### src/rtl/core/cvts_pkg.sv
// Shared types and constants for the CRT controller vertical timing sequencer.
// No dependencies; used by every file under rtl/core.
`default_nettype none

package cvts_pkg;

  localparam int IN_TDATA_W  = 8;
  localparam int OUT_TDATA_W = 40;
  localparam int CFG_IDX_W   = 3;
  localparam int CFG_DATA_W  = 14;

  // result bit positions in m_tdata
  localparam int OB_STATUS_LO = 0;
  localparam int OB_DISP_EN   = 4;
  localparam int OB_ROW_LO    = 5;
  localparam int OB_MEM_LO    = 10;
  localparam int OB_CURSOR    = 26;
  localparam int OB_BLINK     = 27;
  localparam int OB_FRAME     = 28;
  localparam int OB_LINE_LO   = 29;
  localparam int OB_LINE_HI   = 37;

  localparam logic [13:0] START_MASK  = 14'h3FFF;
  localparam logic [1:0]  IL_FULL     = 2'b11;
  localparam logic [1:0]  BLINK_OFF   = 2'b01;

  typedef enum logic [CFG_IDX_W-1:0] {
    REG_HORIZ_DISPLAYED = 3'd0,
    REG_VERT_TOTAL      = 3'd1,
    REG_VERT_ADJUST     = 3'd2,
    REG_VERT_DISPLAYED  = 3'd3,
    REG_VSYNC_ROW       = 3'd4,
    REG_ROW_MODE        = 3'd5,
    REG_CURSOR_ROWS     = 3'd6,
    REG_START_ADDRESS   = 3'd7
  } cfg_idx_t;

  typedef struct packed {
    logic [7:0]  horiz_displayed;
    logic [6:0]  vert_total;
    logic [4:0]  vert_adjust;
    logic [6:0]  vert_displayed;
    logic [6:0]  vsync_row;
    logic [6:0]  row_mode;
    logic [12:0] cursor_rows;
    logic [13:0] start_address;
  } cfg_t;

  typedef struct packed {
    logic        half_phase;
    logic [4:0]  scan_count;
    logic [6:0]  char_row;
    logic [4:0]  adjust_left;
    logic [4:0]  vsync_left;
    logic [15:0] run_address;
    logic [15:0] row_base;
    logic        disp_on;
    logic        cursor_line;
    logic        cursor_allowed;
    logic [4:0]  blink_count;
    logic [3:0]  status_reg;
    logic [8:0]  line_count;
  } state_t;

  // scanline compare; interlace mode 3 also hits at half the target
  function automatic logic row_match(input logic [4:0] sc, input logic [4:0] target,
                                     input logic il);
    return (sc == target) || (il && (sc == {1'b0, target[4:1]}));
  endfunction

endpackage

`default_nettype wire

### src/rtl/core/cvts_cfg_regs.sv
// Configuration register bank for the vertical timing sequencer.
// Depends on cvts_pkg (cfg_t, cfg_idx_t).
`default_nettype none

module cvts_cfg_regs (
  input  wire                              clk,
  input  wire                              rst,
  input  wire                              we,
  input  wire  [cvts_pkg::CFG_IDX_W-1:0]   index,
  input  wire  [cvts_pkg::CFG_DATA_W-1:0]  wdata,
  output cvts_pkg::cfg_t                   cfg
);

  cvts_pkg::cfg_t regs;

  always_ff @(posedge clk) begin
    if (rst) begin
      regs <= '0;
    end else if (we) begin
      unique case (cvts_pkg::cfg_idx_t'(index))
        cvts_pkg::REG_HORIZ_DISPLAYED: regs.horiz_displayed <= wdata[7:0];
        cvts_pkg::REG_VERT_TOTAL:      regs.vert_total      <= wdata[6:0];
        cvts_pkg::REG_VERT_ADJUST:     regs.vert_adjust     <= wdata[4:0];
        cvts_pkg::REG_VERT_DISPLAYED:  regs.vert_displayed  <= wdata[6:0];
        cvts_pkg::REG_VSYNC_ROW:       regs.vsync_row       <= wdata[6:0];
        cvts_pkg::REG_ROW_MODE:        regs.row_mode        <= wdata[6:0];
        cvts_pkg::REG_CURSOR_ROWS:     regs.cursor_rows     <= wdata[12:0];
        cvts_pkg::REG_START_ADDRESS:   regs.start_address   <= wdata[13:0];
      endcase
    end
  end

  assign cfg = regs;

endmodule

`default_nettype wire

### src/rtl/core/cvts_timing.sv
// Vertical timing state and per-tick next-state logic; produces the packed result.
// Depends on cvts_pkg (cfg_t, state_t, row_match, result bit positions).
`default_nettype none

module cvts_timing #(
  parameter int LINE_WRAP   = 360,
  parameter int VSYNC_LINES = 16
) (
  input  wire                                clk,
  input  wire                                rst,
  input  wire                                accept,
  input  wire                                advance,
  input  cvts_pkg::cfg_t                     cfg,
  output logic [cvts_pkg::OUT_TDATA_W-1:0]   result
);

  cvts_pkg::state_t st, st_next;

  logic        il;
  logic [4:0]  max_sc, cur_start, cur_end;
  logic [6:0]  row_inc;
  logic [4:0]  adj_dec;
  logic [9:0]  line_inc;
  logic [15:0] top_address;
  logic        frame_done;

  assign il          = (cfg.row_mode[6:5] == cvts_pkg::IL_FULL);
  assign max_sc      = cfg.row_mode[4:0];
  assign cur_start   = cfg.cursor_rows[4:0];
  assign cur_end     = cfg.cursor_rows[12:8];
  assign row_inc     = 7'(st.char_row + 7'd1);
  assign adj_dec     = 5'(st.adjust_left - 5'd1);
  assign line_inc    = {1'b0, st.line_count} + 10'd1;
  assign top_address = {2'b00, cfg.start_address & cvts_pkg::START_MASK};

  always_comb begin
    st_next    = st;
    frame_done = 1'b0;
    if (advance) begin
      if (!st.half_phase) begin
        // first half: horizontal retrace begins
        st_next.status_reg[0] = 1'b1;
        st_next.half_phase    = 1'b1;
        if (st.disp_on)
          st_next.run_address = 16'(st.run_address + {8'd0, cfg.horiz_displayed});
        if (st.char_row == cfg.vsync_row && st.scan_count == 5'd0)
          st_next.status_reg[3] = 1'b1;
        if (line_inc >= 10'(LINE_WRAP))
          st_next.line_count = '0;
        else
          st_next.line_count = line_inc[8:0];
      end else begin
        if (st.disp_on)
          st_next.status_reg[0] = 1'b0;
        st_next.half_phase = 1'b0;
        if (st.vsync_left != 5'd0) begin
          st_next.vsync_left = 5'(st.vsync_left - 5'd1);
          if (st.vsync_left == 5'd1)
            st_next.status_reg[3] = 1'b0;
        end
        if (cvts_pkg::row_match(st.scan_count, cur_end, il))
          st_next.cursor_line = 1'b0;
        if (st.adjust_left != 5'd0) begin
          st_next.scan_count  = 5'(st.scan_count + 5'd1);
          st_next.run_address = st.row_base;
          st_next.adjust_left = adj_dec;
          if (adj_dec == 5'd0) begin
            st_next.disp_on     = 1'b1;
            st_next.row_base    = top_address;
            st_next.run_address = top_address;
            st_next.scan_count  = '0;
          end
        end else if (cvts_pkg::row_match(st.scan_count, max_sc, il)) begin
          // end of character row
          st_next.row_base   = st.run_address;
          st_next.scan_count = '0;
          st_next.char_row   = row_inc;
          if (row_inc == cfg.vert_displayed)
            st_next.disp_on = 1'b0;
          if (st.char_row == cfg.vert_total) begin
            st_next.char_row    = '0;
            st_next.adjust_left = cfg.vert_adjust;
            if (cfg.vert_adjust == 5'd0) begin
              st_next.disp_on     = 1'b1;
              st_next.row_base    = top_address;
              st_next.run_address = top_address;
            end
            if (cfg.cursor_rows[6:5] == cvts_pkg::BLINK_OFF)
              st_next.cursor_allowed = 1'b0;
            else
              st_next.cursor_allowed = st.blink_count[4];
          end
          if (st_next.char_row == cfg.vsync_row) begin
            st_next.disp_on     = 1'b0;
            st_next.line_count  = '0;
            st_next.vsync_left  = 5'(VSYNC_LINES);
            frame_done          = (cfg.vsync_row != 7'd0);
            st_next.blink_count = 5'(st.blink_count + 5'd1);
          end
        end else begin
          st_next.scan_count  = 5'(st.scan_count + 5'd1);
          st_next.run_address = st.row_base;
        end
        if (cvts_pkg::row_match(st_next.scan_count, cur_start, il))
          st_next.cursor_line = 1'b1;
      end
    end
  end

  always_ff @(posedge clk) begin
    if (rst) begin
      st <= '0;
    end else if (accept) begin
      st <= st_next;
    end
  end

  // fields from the highest bit down, zero-filled to 40 bits
  assign result = {2'b00,
                   st_next.line_count,
                   frame_done,
                   st_next.blink_count[4],
                   st_next.cursor_line & st_next.cursor_allowed,
                   st_next.run_address,
                   st_next.scan_count,
                   st_next.disp_on,
                   st_next.status_reg};

endmodule

`default_nettype wire

### src/rtl/core/cvts_out_buf.sv
// Two-entry output buffer (output register plus skid register) for result requests.
// Depends on cvts_pkg (OUT_TDATA_W).
`default_nettype none

module cvts_out_buf (
  input  wire                               clk,
  input  wire                               rst,
  input  wire                               in_valid,
  output logic                              in_ready,
  input  wire  [cvts_pkg::OUT_TDATA_W-1:0]  in_data,
  output logic                              out_valid,
  input  wire                               out_ready,
  output logic [cvts_pkg::OUT_TDATA_W-1:0]  out_data
);

  logic                             skid_valid;
  logic [cvts_pkg::OUT_TDATA_W-1:0] skid_data;
  logic                             in_fire;

  assign in_ready = !skid_valid;
  assign in_fire  = in_valid && in_ready;

  always_ff @(posedge clk) begin
    if (rst) begin
      out_valid  <= 1'b0;
      skid_valid <= 1'b0;
    end else if (!out_valid || out_ready) begin
      if (skid_valid) begin
        out_valid  <= 1'b1;
        skid_valid <= 1'b0;
      end else begin
        out_valid <= in_fire;
      end
    end else if (in_fire) begin
      skid_valid <= 1'b1;
    end
  end

  always_ff @(posedge clk) begin
    if (!out_valid || out_ready) begin
      out_data <= skid_valid ? skid_data : in_data;
    end else if (in_fire) begin
      skid_data <= in_data;
    end
  end

endmodule

`default_nettype wire

### src/rtl/core/crtc_vertical_timing_sequencer_core.sv
// Top level of the 6845-style CRT controller vertical timing sequencer.
// Depends on cvts_pkg, cvts_cfg_regs, cvts_timing and cvts_out_buf.
`default_nettype none

// Each request on the s_ side is one tick: advance = 1 steps the vertical timing by
// half a scanline (alternating first half / second half), advance = 0 only reports
// the current state. Every accepted request yields exactly one result request on the
// m_ side carrying status, display enable, scanline, memory address, cursor, blink,
// frame-done and line number as they stand after that tick. One request is taken per
// clock: the tick's next-state logic is a single pass of counters and compares between
// the timing state register and the result buffer, so throughput is one item a cycle
// while s_tready is high. The two-entry result buffer keeps s_tready high while one
// result waits on m_tready; it drops only when both entries are full. Registers,
// written through cfg_we/cfg_index/cfg_wdata, take effect on the next tick; the user
// must write them only while idle (unchecked); all state and registers clear on rst.
module crtc_vertical_timing_sequencer_core #(
  parameter int LINE_WRAP   = 360,
  parameter int VSYNC_LINES = 16
) (
  input  wire                               clk,
  input  wire                               rst,
  // tick requests
  input  wire                               s_tvalid,
  output logic                              s_tready,
  input  wire  [cvts_pkg::IN_TDATA_W-1:0]   s_tdata,  // [0] advance, [7:1] zero
  // results
  output logic                              m_tvalid,
  input  wire                               m_tready,
  // [3:0] status_bits, [4] display_enable, [9:5] row_address,
  // [25:10] memory_address, [26] cursor_visible, [27] blink_phase,
  // [28] frame_done, [37:29] line_number, [39:38] zero
  output logic [cvts_pkg::OUT_TDATA_W-1:0]  m_tdata,
  // register writes
  input  wire                               cfg_we,
  input  wire  [cvts_pkg::CFG_IDX_W-1:0]    cfg_index,
  input  wire  [cvts_pkg::CFG_DATA_W-1:0]   cfg_wdata
);

  cvts_pkg::cfg_t                   cfg;
  logic                             accept;
  logic [cvts_pkg::OUT_TDATA_W-1:0] result;

  // state advances only on an accepted request
  assign accept = s_tvalid && s_tready;

  cvts_cfg_regs u_cfg (
    .clk   (clk),
    .rst   (rst),
    .we    (cfg_we),
    .index (cfg_index),
    .wdata (cfg_wdata),
    .cfg   (cfg)
  );

  cvts_timing #(
    .LINE_WRAP   (LINE_WRAP),
    .VSYNC_LINES (VSYNC_LINES)
  ) u_timing (
    .clk     (clk),
    .rst     (rst),
    .accept  (accept),
    .advance (s_tdata[0]),
    .cfg     (cfg),
    .result  (result)
  );

  cvts_out_buf u_out (
    .clk       (clk),
    .rst       (rst),
    .in_valid  (s_tvalid),
    .in_ready  (s_tready),
    .in_data   (result),
    .out_valid (m_tvalid),
    .out_ready (m_tready),
    .out_data  (m_tdata)
  );

endmodule

`default_nettype wire

### config.mk
export PLATFORM = sky130hd
export DESIGN_NAME = crtc_vertical_timing_sequencer_core
export DESIGN_NICKNAME = d
export VERILOG_FILES = /design/src/rtl/core/cvts_pkg.sv /design/src/rtl/core/cvts_cfg_regs.sv /design/src/rtl/core/cvts_timing.sv /design/src/rtl/core/cvts_out_buf.sv /design/src/rtl/core/crtc_vertical_timing_sequencer_core.sv
export SDC_FILE = /design/constraint.sdc
export NUM_CORES = 1
export LEC_CHECK = 0
export ABC_CLOCK_PERIOD_IN_PS = 3200
export BUFFER_PORTS_ARGS = -buffer_cell sky130_fd_sc_hd__buf_2
export CAP_MARGIN = 15
export CELL_PAD_IN_SITES_DETAIL_PLACEMENT = 0
export CELL_PAD_IN_SITES_GLOBAL_PLACEMENT = 2
export CORE_UTILIZATION = 36
export CTS_BUF_LIST = sky130_fd_sc_hd__clkbuf_4 sky130_fd_sc_hd__clkbuf_8
export DETAILED_ROUTE_END_ITERATION = 7
export GPL_ROUTABILITY_DRIVEN = 0
export HOLD_SLACK_MARGIN = 0.08
export PLACE_DENSITY_LB_ADDON = 0.1
export SYNTH_ARGS = -nofsm -noshare
export SYNTH_HDL_FRONTEND = slang
export SYNTH_SLANG_ARGS = --single-unit
### constraint.sdc
create_clock -name clk -period 3.2 [get_ports clk]
set_clock_uncertainty 0.15 [all_clocks]
set_input_delay 0.16 -clock clk [delete_from_list [all_inputs] [get_ports clk]]
set_output_delay 0.16 -clock clk [all_outputs]
set_load 0.01 [all_outputs]
==> results.py, run 1 <==
metrics = {
    "synthesis": {
        "ys_async_sr_fraction": 0,
        "synth_area_um2": 11240,
        "synthFlopType": "dfxtp_1",
        "ys_seq_area_frac": 0.4470,
        "syn-instance-count": 1258,
        "ys_seq_elements": 215,
        "yosysWarnings": 0,
        "yosysUniqueCellTypes": 85,
        "synth-edff-count": 72,
        "syn_area_per_cell_um2": 8.936,
    },
    "route": {
        "dr.pass1.iters": 5,
        "dr_wl_met2_um": 15440,
        "num_vias": 9647,
        "drc_errors": 0,
        "via_per_inst": 5.306,
        "highest_layer": "met4",
        "drtIter0Drc": 680,
        "final_antenna_net_count": 0,
        "wl_per_cell_um": 19.51,
        "met1_length_um": 17830,
        "met3_length_um": 1519,
        "wirelength_um": 35460,
    },
    "clock_network": {
        "cts_buffer_depth": 3,
        "clock_latency_ns": 0.55,
        "clock_sinks": 215,
        "clock_tree.root_cell": "clkbuf_8",
        "clk_pin_slew_ns": 0.06,
        "numCtsBuffers": 42,
        "cts_max_level": 2,
        "tritoncts": "built",
    },
    "placed_design": {
        "place_inst": 1710,
        "place_area_um2": 12410,
        "port_buffers": 60,
        "hpwl_um": 23910,
        "dp_slack_ns": -0.0007223,
    },
    "cells_and_area": {
        "stdcell_count": 1818,
        "multi_input_area_um2": 5784,
        "drive_above_1_share": 0.2039,
        "fin_nets": 1437,
        "final_cell_area_um2": 13710,
        "area_growth_syn_to_layout_pct": 21.95,
        "ff_latch_area_um2": 5030,
        "fin_util": 0.4470,
        "mostFrequentLayoutCells": "nand2_1, dfxtp_1, nor2_1",
        "mostFrequentLayoutCell": "nand2_1",
        "num-fill-cells": 3136,
        "n_antenna_cell": 0,
    },
    "global_route": {
        "grt_pass1_vias": 9231,
        "antenna_found_initial": 0,
        "grt_overflow_total": 0,
        "grt_usage": 0.2268,
        "grt_max_degree": 82,
        "grt_pass1_wl_um": 55000,
    },
    "timing": {
        "rsz0062_at_grt": "yes",
        "fin_setup_tns_ns": 0,
        "post-route-period-util": 0.9620,
        "fmax_mhz": 324.8,
        "finalHoldViolations": 0,
        "setup_ws_ns": 0.1214,
        "setup_viol": 0,
        "slew_headroom": 0.2939,
        "fin_crit_ns": 3.079,
        "worst_pin_slew_ns": 1.055,
        "finalMaxSlewViolations": 0,
    },
    "worst_setup_path": {
        "startpoint_type": "register",
        "critical_path_class": "register to register",
        "rr_worst_depth": 11,
        "worstPathRequired_ns": 3.47,
        "critical_path_arrival_ns": 3.35,
        "cp-end-kind": "register",
        "crit_fanout": 14,
        "rr_startpoint": "u_timing.st[59]",
        "worstReg2RegEnd": "u_out.out_data[19]",
        "r2r_slack_ns": 0.12,
    },
    "power_and_ir_drop": {
        "irDropWorstVdd_uv": 245.9,
        "p_leak_nw": 5.347,
        "p_switching_w": 0.001879,
        "switching_share": 0.2657,
        "internal_power_w": 0.005192,
        "power_frac_clock": 0.435,
        "power.density_nw_per_um2": 515.8,
        "combPwrFrac": 0.141,
        "seqPwrFrac": 0.424,
    },
    "floorplanning": {
        "rows": 64,
        "core_area_um2": 30670,
        "dieHeight_um": 178.7,
        "start_util": 0.3666,
        "die_x_um": 178.7,
        "dieArea_um2": 31940,
        "io_pins": 72,
    },
    "hold_path": {
        "min_path_cells": 6,
        "worstHoldEndpoint": "u_cfg.cfg[61]",
        "hold_path.class": "input pin to register",
        "min-delay-start": "cfg_we",
    },
    "status": {
        "status": "finished, final reports clean",
    },
    "flow_run": {
        "maxCapViolations": 0,
    },
}
-- per-stage QoR --
stage,total power (W),hold slack [ns]
floorplan,0.003575,0.1460
global placement,0.003978,0.2531
detailed placement,0.003979,0.2595
CTS,0.007109,0.08728
global route,0.007383,0.1446
finish,0.007071,0.1144
-- critical path, cell delays in order (launching register included) --
cell and delay, ns:
dfxtp_2 0.33, inv_2 0.08, ha_4 0.13, or4b_4 0.48, or3_4 0.35, o32a_4 0.24
o41ai_4 0.27, buf_12 0.20, a22oi_2 0.11, and3_4 0.21, o31ai_4 0.24, mux2_4 0.18
-- how the worst max path moves through the flow --
stage / start / endpoint / slack [ns] / cells after the start
CTS: u_timing.st[59] / u_out.out_data[7] / 0.01 / 10
detailed placement: u_timing.st[59] / u_out.out_data[25] / -0.0007 / 10
floorplan: u_timing.st[59] / u_out.out_data[22] / 0.01 / 14
global route: u_timing.st[63] / u_out.out_data[13] / -0.006 / 12
finish: u_timing.st[59] / u_out.out_data[19] / 0.12 / 11
global placement: u_timing.st[59] / u_out.out_data[25] / 0.01 / 10
-- Yosys cell counts (12+ instances only) --
cell	n	area (µm²)
a211oi_1	23	172.7
a21oi_1	84	420.4
a22oi_1	12	90.09
a31oi_1	13	81.33
and3_1	14	87.58
clkbuf_1	72	270.3
dfxtp_1	143	2863
edfxtp_1	72	2162
ha_1	18	225.2
inv_1	29	108.9
mux2_2	19	214.0
mux2i_1	38	380.4
nand2_1	158	593.1
nand3_1	39	195.2
nand4_1	17	106.4
nor2_1	134	503.0
nor3_1	26	130.1
o21ai_0	66	330.3
xnor2_1	34	297.8
xor2_1	37	324.1
-- sequential cells by signal, indices dropped and copies added (netlist names) --
register,count
u_timing.st,74
u_out.skid_data,36
u_out.skid_valid,1
u_cfg.cfg,67
u_out.out_valid,1
u_out.out_data,36
-- power by group through the flow --
stage          Sequential (W)  Clock (W)  Combinational, W
2_1_floorplan         0.00306          0          0.000519
3_3_place_gp          0.00306          0          0.000921
3_5_place_dp          0.00306          0          0.000921
4_1_cts               0.00300    0.00316          0.000944
5_1_grt               0.00301    0.00329           0.00108
6_report              0.00300    0.00308          0.000994
-- per-layer routing --
layer,vias to the layer above,global-route usage
met5,-,0
met4,0,0.05756
met3,45,0.03329
met2,215,0.3437
met1,4601,0.3342
li1,4786,-
-- logic make-up (layout without fill, tap and decap cells) --
| group | count (synthesis) | after routing | share of synthesized area |
|---|---|---|---|
| simple gates | 461 | 461 | 0.1900 |
| compound gates | 307 | 307 | 0.1824 |
| flops | 215 | 215 | 0.4470 |
| buf+inv | 124 | 285 | 0.04630 |
| xor+xnor | 72 | 72 | 0.05732 |
| mux | 59 | 59 | 0.05487 |
| fa+ha+maj | 19 | 19 | 0.02181 |
| other cells | 1 | 4 | 0.0003336 |
-- final cells by class --
cell class | instances | share of cell area
multi-input cells | 922 | 0.4219
flip-flops and latches | 215 | 0.3669
repair buffers | 177 | 0.09857
clock buffers | 69 | 0.05969
well taps | 396 | 0.03614
clock inverters | 9 | 0.008579
inverters | 30 | 0.008214
-- what timing repair did --
item | in CTS | in global routing
pin swaps | 0 | 4
hold buffers | 21 | 0
endpoints found under the setup margin | 1 | 39
gates cloned | 0 | 2
hold endpoints to repair | 102 | 0
buffers inserted | 0 | 7
gates resized for setup | 1 | 12
Note: power is estimated with default switching activity, not from simulation.
==> run 2: changes to the inputs <==
- ABC_CLOCK_PERIOD_IN_PS: 3200 -> 2970
- CORE_ASPECT_RATIO: not set -> 2
- CORE_UTILIZATION: 36 -> 40
- RECOVER_POWER: not set -> 50
- clock period: 3.2 -> 2.97 ns (I/O delays scaled with it)
==> run 2 against run 1 <==
Effect of this change:
- the flow now finishes with violations (capacitance limit, slew limit, setup timing)
- register-to-register slack lost 0.20 ns
- total power grew 2.6%
- first-iteration DRC count shrank 8.7%
- clock-buffer cell count shrank 15
- global-route usage grew 4.1 points
- setup slack lost 0.20 ns
- critical path depth is the same
- largest power group is now sequential cells
==> results.py, run 2 (synthesis gave the netlist of run 1 again) <==
metrics = {
    "status": {
        "status": "finished with violations",
        "violations": "capacitance limit, slew limit, setup timing",
    },
    "floorplanning": {
        "io_pins": 72,
        "rows": 86,
        "dieHeight_um": 239.1,
        "die_x_um": 120.5,
        "start_util": 0.4081,
        "core_area_um2": 27550,
        "dieArea_um2": 28820,
    },
    "cells_and_area": {
        "stdcell_count": 1819,
        "fin_nets": 1492,
        "fin_util": 0.5119,
        "mostFrequentLayoutCells": "nand2_1, buf_4, dfxtp_1",
        "multi_input_area_um2": 6006,
        "drive_above_1_share": 0.2244,
        "num-fill-cells": 2767,
        "area_growth_syn_to_layout_pct": 25.42,
        "top_register": "u_timing.st",
        "largest_reg_flops": 74,
        "mostFrequentLayoutCell": "nand2_1",
        "ff_latch_area_um2": 5041,
    },
    "placed_design": {
        "port_buffers": 60,
        "hpwl_um": 27870,
        "dp_slack_ns": -0.3240,
        "place_inst": 1715,
    },
    "clock_network": {
        "numCtsBuffers": 35,
        "clock_latency_ns": 0.54,
        "tritoncts": "built",
        "clock_sinks": 215,
        "clk_pin_slew_ns": 0.07,
        "clock_tree.root_cell": "clkbuf_8",
        "cts_max_level": 2,
        "cts_buffer_depth": 3,
    },
    "power_and_ir_drop": {
        "irDropWorstVdd_uv": 430.9,
        "power.density_nw_per_um2": 514.5,
        "design_power_total_w": 0.007255,
        "p_leak_nw": 5.452,
    },
    "timing": {
        "fmax_mhz": 328.4,
        "finalHoldViolations": 0,
        "worst_pin_slew_ns": 1.899,
        "fin_crit_ns": 3.045,
        "rsz0062_at_grt": "yes",
        "slew_headroom": -0.2658,
        "setup_ws_ns": -0.07495,
        "finalMaxSlewViolations": 80,
        "post-route-period-util": 1.025,
        "fin_setup_tns_ns": -0.5673,
        "setup_viol": 14,
    },
    "global_route": {
        "grt_pass1_vias": 10030,
        "antenna_found_initial": 1,
        "grt_usage": 0.2681,
        "grt_overflow_total": 0,
        "grt_pass1_wl_um": 57690,
        "grt_max_degree": 80,
    },
    "route": {
        "drtIter0Drc": 621,
        "wl_per_cell_um": 21.05,
        "via_per_inst": 5.514,
        "dr.pass1.iters": 7,
        "num_vias": 10030,
        "wirelength_um": 38280,
        "drc_errors": 0,
        "final_antenna_net_count": 0,
    },
    "worst_setup_path": {
        "cp-end-kind": "register",
        "crit_slowest_cell": "or4b_4",
        "cp_top_family": "compound AO/OA/AOI/OAI gates",
        "worstPathRequired_ns": 3.23,
        "path_cells": "inv_2 > ha_4 > or4b_4 > or3_4 > o32a_4 > o41ai_4 > buf_12 > a22o_1 > o21ai_2 > a31oi_1 > mux2_4",
        "critical_path_class": "register to register",
        "cp_slowest_stage_delay_ns": 0.48,
        "crit_fanout": 13,
        "critPathBufInv": 2,
        "startpoint_type": "register",
        "critical_path_arrival_ns": 3.31,
    },
    "flow_run": {
        "maxCapViolations": 1,
    },
    "hold_path": {
        "hold_path.class": "input pin to register",
    },
}
## run 2: report_power, final
part           switching (W)  internal (W)
clock network        0.00123       0.00160
registers          0.0000741       0.00316
logic               0.000694      0.000499
total                0.00200       0.00526
## run 2: final cells by class
class / instances / share of cell area
antenna: 1 / 0.0001775
clock buffer: 54 / 0.04739
clock inverter: 6 / 0.005591
inverter: 30 / 0.007986
multi-input combinational: 922 / 0.4259
sequential: 215 / 0.3575
tap: 352 / 0.03124
timing repair buffer: 239 / 0.1241
## run 2: what timing repair did
item                                    CTS  global route
cloned                                    0             1
hold buffers                             28             0
hold endpoints to repair                 90             0
resized for setup                        17            40
endpoints found under the setup margin   69            78
pin swaps                                 4            21
buffers inserted                          4            10
## run 2: routing by layer
layer  up-vias  global-route usage  routed length [µm]
met5         -                   0                   0
met4         0              0.1900                2723
met3       102             0.03244                1252
met2       242              0.5016               20630
met1      4794              0.2689               13680
li1       4892                   -                   -
## run 2: per-stage QoR
stage,hold WS [ns],instance area [µm²]
floorplan,0.1345,11410
global placement,0.2761,12800
detailed placement,0.2783,12800
CTS,0.08096,13910
global route,0.1237,14100
finish,0.1149,14100
## run 2: worst paths after layout
check / cells after the start / start / to / slack, ns
max: 11 / u_timing.st[59] / u_out.out_data[21] / -0.07
min: 6 / cfg_index[2] / u_cfg.cfg[12] / 0.11
min reg2reg: 2 / u_cfg.cfg[0] / u_cfg.cfg[0] / 0.31
max reg2reg: 11 / u_timing.st[59] / u_out.out_data[21] / -0.07
## run 2: worst min-delay path, delay by kind of cell
family | cells | cell delay [ns]
buffers and inverters | 2 | 0.30
AND/OR/NAND/NOR | 3 | 0.26
AO/OA/AOI/OAI | 1 | 0.05
